### config.mk
export PLATFORM = sky130hd
export DESIGN_NAME = mio0lz_item_check
export DESIGN_NICKNAME = d
export VERILOG_FILES = /design/src/hdl/mio0lz_pkg.sv /design/src/hdl/mio0lz_item_check.sv
export SDC_FILE = /design/constraint.sdc
export NUM_CORES = 1
export LEC_CHECK = 0
export BUFFER_PORTS_ARGS = -buffer_cell sky130_fd_sc_hd__buf_2
export CAP_MARGIN = 20
export CORE_MARGIN = 1.5
export CORE_UTILIZATION = 31
export DETAILED_ROUTE_END_ITERATION = 8
export GPL_ROUTABILITY_DRIVEN = 0
export PLACE_DENSITY = 0.81
export SETUP_SLACK_MARGIN = 0.2
export SLEW_MARGIN = 10
export SYNTH_ARGS = -nofsm -noshare
export SYNTH_HDL_FRONTEND = slang
export SYNTH_SLANG_ARGS = --single-unit
### constraint.sdc
create_clock -name vclk -period 2.6
set_input_delay 0.52 -clock vclk [all_inputs]
set_output_delay 0.52 -clock vclk [all_outputs]
set_load 0.01 [all_outputs]
### src/hdl/mio0lz_pkg.sv
// ----------------------------------------------------------------------------
// mio0lz_pkg
// Shared types, codes and helpers of the MIO0 LZ decompressor.
// ----------------------------------------------------------------------------
package mio0lz_pkg;

  localparam int HISTORY_DEPTH_DEF = 4096;
  localparam int SIZE_BITS_DEF     = 24;

  localparam int POS_W     = 24;
  localparam int FLAG_W    = 32;
  localparam int FLAGS_W   = 6;
  localparam int LEN_W     = 5;
  localparam int DIST_W    = 12;
  localparam int LEN_BIAS  = 3;

  localparam logic [1:0] CMD_START   = 2'd0;
  localparam logic [1:0] CMD_FLAG    = 2'd1;
  localparam logic [1:0] CMD_LITERAL = 2'd2;
  localparam logic [1:0] CMD_PAIR    = 2'd3;

  localparam logic [1:0] KIND_FLAG    = 2'd0;
  localparam logic [1:0] KIND_LITERAL = 2'd1;
  localparam logic [1:0] KIND_PAIR    = 2'd2;
  localparam logic [1:0] KIND_NONE    = 2'd3;

  typedef struct packed {
    logic [1:0]  command;
    logic [31:0] value;
  } in_word_t;

  typedef struct packed {
    logic [7:0]       data_byte;
    logic             byte_valid;
    logic [POS_W-1:0] byte_position;
    logic             run_last;
    logic [1:0]       next_kind;
    logic             finished;
    logic             fault;
  } out_word_t;

  typedef struct packed {
    logic             start;
    logic             ignore;
    logic             set_fault;
    logic             flag;
    logic             literal;
    logic             pair;
    logic [LEN_W-1:0] len;
    logic [DIST_W:0]  back;
  } chk_t;

  function automatic logic [1:0] kind_of(input logic fault, input logic fin,
                                         input logic [FLAGS_W-1:0] left,
                                         input logic msb);
    logic [1:0] k;
    if (fault || fin) begin
      k = KIND_NONE;
    end else if (left == '0) begin
      k = KIND_FLAG;
    end else if (msb) begin
      k = KIND_LITERAL;
    end else begin
      k = KIND_PAIR;
    end
    return k;
  endfunction

endpackage

### src/hdl/mio0lz_item_check.sv
// ----------------------------------------------------------------------------
// mio0lz_item_check
// Classifies an incoming word against the decoder state and unpacks pairs.
// ----------------------------------------------------------------------------
module mio0lz_item_check import mio0lz_pkg::*; #(
  parameter int SIZE_BITS = SIZE_BITS_DEF
) (
  input  in_word_t               item,
  input  logic                   fault,
  input  logic                   fin,
  input  logic [FLAGS_W-1:0]     flags_left,
  input  logic                   flag_msb,
  input  logic [SIZE_BITS-1:0]   produced,
  output chk_t                   chk
);

  logic [1:0] kind;
  logic       kind_ok;

  always_comb begin
    kind    = kind_of(fault, fin, flags_left, flag_msb);
    kind_ok = (item.command == CMD_FLAG    && kind == KIND_FLAG)    ||
              (item.command == CMD_LITERAL && kind == KIND_LITERAL) ||
              (item.command == CMD_PAIR    && kind == KIND_PAIR);

    chk.len  = LEN_W'(item.value[15:12]) + LEN_W'(LEN_BIAS);
    chk.back = {1'b0, item.value[DIST_W-1:0]} + (DIST_W+1)'(1);

    chk.start     = 1'b0;
    chk.ignore    = 1'b0;
    chk.set_fault = 1'b0;
    chk.flag      = 1'b0;
    chk.literal   = 1'b0;
    chk.pair      = 1'b0;

    priority if (item.command == CMD_START) begin
      chk.start = 1'b1;
    end else if (fault) begin
      chk.ignore = 1'b1;
    end else if (fin || !kind_ok) begin
      chk.set_fault = 1'b1;
    end else if (item.command == CMD_FLAG) begin
      chk.flag = 1'b1;
    end else if (item.command == CMD_LITERAL) begin
      chk.literal = 1'b1;
    end else if (SIZE_BITS'(chk.back) > produced) begin
      chk.set_fault = 1'b1;
    end else begin
      chk.pair = 1'b1;
    end
  end

endmodule

==> out/results.ini, run 1 <==
[critical_path]
cp_top_family = simple AND/OR/NAND/NOR gates
path_depth = 11
critPathLaunchType = primary input
crit_chain = buf_6 > and3_4 > and4_4 > nand2_2 > xnor2_2 > ha_1 > nand3_2 > or4_1 > nand4_1 > o31ai_2 > buf_2
critical_path_required_ns = 2.08
crit_path_end_kind = output port
critPathMaxFanout = 3
cp_slowest_stage_delay_ns = 0.54
crit_buf_inv = 2
cp.arrival_ns = 2.48
worst-setup-path-type = in2out
crit_slowest_cell = or4_1

[die]
fp.coreArea_um2 = 2210
rows = 17
io_pins = 91
die-area_um2 = 2650
initial_utilization_pct = 33.0
fp.dieH_um = 51.5
die_x_um = 51.5

[synthesis]
synth_xor_area_share_pct = 14.4
yosys_warnings = 0
synth_compound_area_share_pct = 12.9
synth_nets = 191
synthMuxAreaShare_pct = 0
synth_cells = 109
synth_area_um2 = 729
avgSynthCellArea_um2 = 6.69
yosys.area_share.simple_pct = 36.7
synth_cell_types = 27
synthAdderAreaFrac_pct = 25.7
ys_seq_area_share_pct = 0
synth_top_family_by_area = simple AND/OR/NAND/NOR gates

[timing]
relSlewSlack_pct = 76.9
rsz0062_at_grt = yes
maxSlewViolCount = 0
fin_setup_tns_ns = -0.778
finalCritPeriodShare_pct = 115
final.setup.worst_slack_ns = -0.396
max_slew.worst_pin.slew_ns = 0.343
setup_viol = 2
final_hold_viol_count = 0
max_freq_mhz = 334
post-route-min-period_ns = 3.00

[global_route]
antenna_found_initial = 0
grt_pass1_vias = 961
overflow = 0
grtUsageTotal_pct = 17.9
grt_pass1_wl_mm = 3.88
grt_max_degree = 7

[hold_path]
min-delay-path-class = in2out
hp-start = item[12]
whs_path_depth = 3
holdPathEnd = chk[13]

[drt]
viasPerCell = 4.79
route.detailed.drc = 0
postRouteAntennaNets = 0
first_pass_iters = 4
vias = 1096
wire_per_inst_um = 10.2
drtIter0Drc = 10
finalWirelength_mm = 2.33

[placement]
dp_cells = 228
dp_hpwl_mm = 2.08
place_area_um2 = 1360
portBuffers = 75

[final_layout]
final_common_cell = buf_2
drive_above_1_share_pct = 57.2
finalNonFillerCells = 229
nets = 285
final_cell_mix = buf_2 (70), inv_1 (20), buf_4 (17)
nClkBuffers = 0
ff_latch_area_um2 = 0
final_area_um2 = 1440
syn2layout_area_growth_pct = 97.3
nFillCells = 204
nFlopsAndLatches = 0
antenna_cells = 0

[outcome]
violations = negative setup slack
run_status = finished, violations left

[pwr]
p_leak_uw = 0.000798
power_density_nw_per_um2 = 148
peakVddDrop_uv = 92.2

[job]
max-cap-violations = 0

-- Yosys cell counts --
| cell | instances | area share, % |
|---|---|---|
| a211oi_1 | 1 | 1.0 |
| a21oi_1 | 6 | 4.1 |
| a221o_1 | 1 | 1.4 |
| and3_1 | 5 | 4.3 |
| and4_1 | 3 | 3.6 |
| ha_1 | 15 | 26 |
| inv_1 | 20 | 10 |
| nand2_1 | 9 | 4.6 |
| nand2b_1 | 2 | 1.7 |
| nand3_1 | 6 | 4.1 |
| nand3b_1 | 1 | 1.0 |
| nand4_1 | 3 | 2.6 |
| nor2_1 | 8 | 4.1 |
| nor2b_1 | 1 | 0.86 |
| nor3_1 | 1 | 0.69 |
| nor4_1 | 4 | 3.4 |
| nor4b_1 | 1 | 1.2 |
| o21ai_0 | 2 | 1.4 |
| o221ai_1 | 1 | 1.2 |
| o31ai_1 | 1 | 1.0 |
| o41a_1 | 1 | 1.5 |
| o41ai_1 | 1 | 1.2 |
| or3_1 | 1 | 0.86 |
| or4_1 | 2 | 2.1 |
| or4_4 | 1 | 1.5 |
| xnor2_1 | 10 | 12 |
| xor2_1 | 2 | 2.4 |
-- area by class of cell --
type                            instances  area, um^2  area share (%)
Inverter                               20        75.1            5.22
Multi-Input combinational cell         89         795            55.2
Tap cell                               28        35.0            2.43
Timing Repair Buffer                   92         534            37.1
-- worst max path at each step --
stage	from	endpoint	slack [ns]
after floorplan	item[2]	chk[18]	-0.15
after global placement	item[0]	chk[21]	-0.45
after detailed placement	item[0]	chk[21]	-0.48
after CTS	item[3]	chk[21]	-0.41
after global routing	item[3]	chk[18]	-0.50
final	item[3]	chk[21]	-0.40
-- cell families (layout without fill, tap and decap cells) --
kind of cell    after synthesis  in the layout
buf+inv                      20            112
simple gates                 48             48
fa+ha+maj                    15             15
xor+xnor                     12             12
compound gates               14             14
-- power by group --
part | internal (uW) | total, uW | switching [uW] | leakage (uW)
logic | 112 | 213 | 101 | 0.000798
clock network | 0 | 0 | 0 | 0
registers | 0 | 0 | 0 | 0
total | 112 | 213 | 101 | 0.000798
-- metal layers --
layer,vias to the layer above,global-route usage (%),wire length [um],part of all wire (%)
met2,32,35.7,1250,54
met3,0,0.575,109,4.7
met4,0,1.32,0,0
met5,-,0,0,0
li1,577,-,-,-
met1,487,21.8,964,41
-- metrics by stage --
step                      power, uW  hold slack [ns]  util, %  setup WS [ns]
final                           213             1.29     65.0         -0.396
after global routing            240             1.31     65.0         -0.505
after CTS                       211             1.30     64.1         -0.410
after detailed placement        200             1.30     61.3         -0.478
after global placement          196             1.29     61.3         -0.452
after floorplan                96.8             1.08        -         -0.155
-- timing repair --
item,CTS,global route
buffers inserted,1,0
pin swaps,13,1
gates resized for setup,12,3
endpoints found under the setup margin,2,3
hold buffers,0,0
Power figures use the tool's default switching activity.
==> run 2: changes to the inputs <==
--- a/config.mk
+++ b/config.mk
@@ -5,13 +5,14 @@
 export SDC_FILE = /design/constraint.sdc
 export NUM_CORES = 1
 export LEC_CHECK = 0
+export ABC_AREA = 1
 export BUFFER_PORTS_ARGS = -buffer_cell sky130_fd_sc_hd__buf_2
 export CAP_MARGIN = 20
 export CORE_MARGIN = 1.5
-export CORE_UTILIZATION = 31
+export CORE_UTILIZATION = 33
 export DETAILED_ROUTE_END_ITERATION = 8
 export GPL_ROUTABILITY_DRIVEN = 0
-export PLACE_DENSITY = 0.81
+export PLACE_DENSITY = 0.8
 export SETUP_SLACK_MARGIN = 0.2
 export SLEW_MARGIN = 10
 export SYNTH_ARGS = -nofsm -noshare
==> run 2 against run 1 <==
Against the previous run: the run still ends with negative setup slack left; critical endpoint unchanged; global-route usage increased by 0.72 points; via count increased by 22%; first-iteration DRC count increased by 50%; combinational power increased by 19%; core utilization increased by 5.2 points; wire length increased by 29%; sequential cell count unchanged; power increased by 19%; critical path depth increased by 6; count of clock-buffer cells in the layout unchanged; synthesized area increased by 16%; maximum frequency decreased by 2.2%.
==> out/results.ini, run 2 <==
[placement]
place_area_um2 = 1490
dp_hpwl_mm = 2.25
portBuffers = 75

[global_route]
overflow = 0
grt_pass1_vias = 1169
grtUsageTotal_pct = 18.6
grt_pass1_wl_mm = 4.23
grt_max_degree = 6
antenna_found_initial = 0

[timing]
fin_setup_tns_ns = -1.22
finalCritPeriodShare_pct = 118
final.setup.worst_slack_ns = -0.464
final_hold_viol_count = 0
max_slew.worst_pin.slew_ns = 0.239
max_freq_mhz = 326
maxSlewViolCount = 0
relSlewSlack_pct = 83.9
rsz0062_at_grt = yes
setup_viol = 3
post-route-min-period_ns = 3.06

[final_layout]
nFillCells = 219
antenna_cells = 0
final_area_um2 = 1730
syn2layout_area_growth_pct = 103
nClkBuffers = 0
ff_latch_area_um2 = 0
final_cell_mix = buf_2 (71), inv_1 (42), nand2_1 (27)
drive_above_1_share_pct = 51.9
nets = 350
multi_input_area_um2 = 837
nFlopsAndLatches = 0
final_common_cell = buf_2

[synthesis]
synth_most_common_cell = inv_1
yosysTopAreaCellShare_pct = 22.1
synth_cell_types = 17
avgSynthCellArea_um2 = 5.38
synth_area_um2 = 850
ys_seq_area_share_pct = 0
yosys_warnings = 0
synth_nets = 240
synth_cells = 158
synth_top_cell_by_area = ha_1
synthTopCellsByCount = inv_1 (44), nand2_1 (35), nor2_1 (22)
synth_area_leaders = ha_1 (22%), inv_1 (19%), nand2_1 (15%), nor2_1 (9.7%), xor2_1 (6.2%)

[critical_path]
critical_path_required_ns = 2.08
cp.arrival_ns = 2.54
critPathLaunchType = primary input
critPathMaxFanout = 4
crit_path_end_kind = output port
worst-setup-path-type = in2out

[pwr]
power_density_nw_per_um2 = 147
p_seq_share_pct = 0
p_clk_share_pct = 0
swShare_pct = 48.9
intPower_uw = 130
peakVddDrop_uv = 116
p_comb_share_pct = 100.0
power_switching_uw = 124
p_leak_uw = 0.00106

[drt]
viasPerCell = 4.51
postRouteAntennaNets = 0
vias = 1334
first_pass_iters = 4
finalWirelength_mm = 3.01
route.detailed.drc = 0
wire_per_inst_um = 10.2
drtIter0Drc = 15

[die]
io_pins = 91
fp.dieH_um = 53.7
rows = 18
die-area_um2 = 2890
die_x_um = 53.7
fp.coreArea_um2 = 2450
initial_utilization_pct = 34.6

[cts]
cts_hold_buf = 0

[job]
max-cap-violations = 0

[outcome]
run_status = finished, violations left
violations = negative setup slack

[hold_path]
whs_path_depth = 3
min-delay-path-class = in2out

==> run 2: changes by cell type after synthesis, sizes merged, moves of 4 or more <==
cell,change
nand2,+26
inv,+24
and3,-4
nand4,+4
xnor2,-6
nor2,+17
nor4,-4
xor2,+4
==> run 2: per-layer routing <==
| layer | routed length (um) | vias to the layer above | track usage [%] | share of wire (%) |
|---|---|---|---|---|
| li1 | - | 701 | - | - |
| met1 | 1180 | 576 | 20.8 | 39 |
| met2 | 1620 | 53 | 38.0 | 54 |
| met3 | 192 | 4 | 1.67 | 6.4 |
| met4 | 18 | 0 | 2.14 | 0.60 |
| met5 | 0 | - | 0 | 0 |
==> run 2: worst max-delay path: stages <==
cell,delay (ns)
buf_8,0.09
ha_4,0.14
nand2_4,0.05
nor2_4,0.08
nand4_1,0.15
o21ai_0,0.27
inv_1,0.10
ha_1,0.29
nand2_1,0.09
nor2_4,0.12
nand2_1,0.07
nor2_2,0.15
nand2_1,0.08
nand2_2,0.08
nand3_1,0.06
o21ai_0,0.06
buf_2,0.15
==> run 2: repair_timing <==
item / in CTS / in global routing
endpoints found under the setup margin: 3 / 3
buffers inserted: 7 / 2
resized for setup: 13 / 28
cloned: 0 / 0
pin swaps: 13 / 13
==> run 2: path summary, 6_finish.rpt <==
kind | from | end | slack [ns]
worst min-delay path | item[12] | chk[13] | 1.30
worst max-delay path | item[0] | chk[21] | -0.46
==> run 2: layout make-up <==
class	count	area share, %
inverter	44	9.57
multi-input combinational	114	48.5
tap	30	2.18
timing repair buffer	108	39.7
==> run 2: metrics by stage <==
stage | hold WS, ns | std cells | util, % | total power (uW) | setup WS, ns
6_report | 1.30 | 296 | 70.3 | 254 | -0.464
5_1_grt | 1.31 | 296 | 70.3 | 282 | -0.598
4_1_cts | 1.30 | 294 | 64.7 | 225 | -0.347
3_5_place_dp | 1.30 | 287 | 60.6 | 209 | -0.561
3_3_place_gp | 1.29 | 287 | 60.6 | 202 | -0.537
2_1_floorplan | 1.08 | 158 | - | 99.6 | -0.126
==> run 2: power groups by stage <==
stage / clock network [uW] / registers (uW) / logic (uW)
2_1_floorplan: 0 / 0 / 99.6
3_3_place_gp: 0 / 0 / 202
3_5_place_dp: 0 / 0 / 209
4_1_cts: 0 / 0 / 225
5_1_grt: 0 / 0 / 282
6_report: 0 / 0 / 254
==> run 2: cell families (layout without fill, tap and decap cells) <==
family	count (synthesis)	after routing	synth area share (%)
simple gates	79	79	41.7
xor+xnor	10	10	10.3
fa+ha+maj	15	15	22.1
buf+inv	44	152	19.4
compound gates	10	10	6.48
==> run 3: changes to the inputs <==
--- a/config.mk
+++ b/config.mk
@@ -5,14 +5,13 @@
 export SDC_FILE = /design/constraint.sdc
 export NUM_CORES = 1
 export LEC_CHECK = 0
-export ABC_AREA = 1
 export BUFFER_PORTS_ARGS = -buffer_cell sky130_fd_sc_hd__buf_2
 export CAP_MARGIN = 20
 export CORE_MARGIN = 1.5
-export CORE_UTILIZATION = 33
+export CORE_UTILIZATION = 31
 export DETAILED_ROUTE_END_ITERATION = 8
 export GPL_ROUTABILITY_DRIVEN = 0
-export PLACE_DENSITY = 0.8
+export PLACE_DENSITY = 0.78
 export SETUP_SLACK_MARGIN = 0.2
 export SLEW_MARGIN = 10
 export SYNTH_ARGS = -nofsm -noshare
==> run 3 against run 2 <==
Against the previous run: the flow still finishes with violations (negative setup slack); count of clock-buffer cells in the layout stayed put; design area down 16%; largest power group unchanged; hold slack improved by 0.0027 ns; critical endpoint unchanged; highest routed layer is now met3.
==> out/results.ini, run 3 (synthesis results as in run 1) <==
[timing]
hold_ws_ns = 1.30
final_hold_viol_count = 0
relSlewSlack_pct = 77.5
max_freq_mhz = 329
final.setup.worst_slack_ns = -0.435
finalCritPeriodShare_pct = 117
fin_setup_tns_ns = -0.869
setup_viol = 2
post-route-min-period_ns = 3.04
rsz0062_at_grt = yes
max_slew.worst_pin.slew_ns = 0.334
maxSlewViolCount = 0

[critical_path]
cp.arrival_ns = 2.52
cp_slowest_stage_delay_ns = 0.54
worst-setup-path-type = in2out
crit_slowest_cell = or4_1
critical_path_required_ns = 2.08
critPathLaunchType = primary input
crit_path_end_kind = output port
critPathMaxFanout = 3
crit_chain = buf_6 > and3_4 > and4_4 > nand2_4 > xnor2_2 > ha_1 > nand3_2 > or4_1 > nand4_1 > o31ai_2 > buf_2

[die]
fp.coreArea_um2 = 2210
die-area_um2 = 2650
rows = 17
die_x_um = 51.5
initial_utilization_pct = 33.0
io_pins = 91
fp.dieH_um = 51.5

[hold_path]
min-delay-path-class = in2out

[placement]
portBuffers = 75
dp_cells = 226
dp_hpwl_mm = 2.27
place_area_um2 = 1340

[drt]
postRouteAntennaNets = 0
first_pass_iters = 3
vias = 1095
viasPerCell = 4.78
drtIter0Drc = 4
wire_per_inst_um = 11.1
finalWirelength_mm = 2.54
route.detailed.drc = 0

[global_route]
grt_pass1_vias = 1065
grt_max_degree = 7
antenna_found_initial = 0
overflow = 0
grtUsageTotal_pct = 18.2
grt_pass1_wl_mm = 3.97

[job]
max-cap-violations = 0

[final_layout]
final_common_cell = buf_2
finalNonFillerCells = 229
drive_above_1_share_pct = 58.7
syn2layout_area_growth_pct = 98.8
final_cell_mix = buf_2 (70), inv_1 (20), buf_4 (19)
nets = 285
nClkBuffers = 0
nFlopsAndLatches = 0
nFillCells = 189
ff_latch_area_um2 = 0
antenna_cells = 0
utilization_pct = 65.6
final_area_um2 = 1450

[outcome]
run_status = finished, violations left
violations = negative setup slack

[pwr]
p_leak_uw = 0.000809
peakVddDrop_uv = 101
power_density_nw_per_um2 = 150

[cts]
cts_hold_buf = 0

[run 3: cell types whose count changed in the layout (fill, tap and decap cells not counted), sizes merged, moves of 4 or more]
cell / previous run / this run
buf: 108 / 92
inv: 44 / 20
nand4: 7 / 3
nor4: 0 / 4
and3: 1 / 5
xnor2: 4 / 10
xor2: 6 / 2
nand2: 35 / 9
nor2: 25 / 8
[run 3: layer usage]
metal,track usage (%),share of wire [%],vias up
met4,0,0,0
met2,39.7,60,27
met5,0,0,-
met1,19.9,37,494
met3,0.575,3.4,0
li1,-,-,574
[run 3: through the flow]
| step | setup WS [ns] | power, uW |
|---|---|---|
| final | -0.435 | 218 |
| after detailed placement | -0.459 | 201 |
| after global placement | -0.431 | 192 |
| after CTS | -0.432 | 205 |
| after floorplan | -0.155 | 96.8 |
| after global routing | -0.536 | 242 |
[run 3: final timing paths]
check / start / to / slack [ns] / cells after the start
worst max-delay path: item[4] / chk[21] / -0.44 / 11
worst min-delay path: item[12] / chk[13] / 1.30 / 3
[run 3: repair_timing]
item	in CTS	in global routing
gates resized for setup	5	12
pin swaps	1	8
endpoints found under the hold margin	0	0
setup buffers	0	3
endpoints found under the setup margin	2	2
[run 3: cell type report]
type | instances | area, um^2 | area share, %
multi-input combinational | 89 | 813 | 56.1
inverter | 20 | 75.1 | 5.18
tap | 28 | 35.0 | 2.42
timing repair buffer | 92 | 527 | 36.3
[run 3: worst max-delay path: cells and delay by family]
kind,cells,cell delay (ns)
buffers and inverters,2,0.21
adder cells (fa/ha/maj),1,0.34
XOR/XNOR,1,0.14
AO/OA/AOI/OAI,1,0.06
AND/OR/NAND/NOR,6,1.25
[run 3: where the power goes]
part / total (uW) / internal, uW / switching, uW
Combinational: 218 / 113 / 105
Clock: 0 / 0 / 0
Sequential: 0 / 0 / 0
Total: 218 / 113 / 105
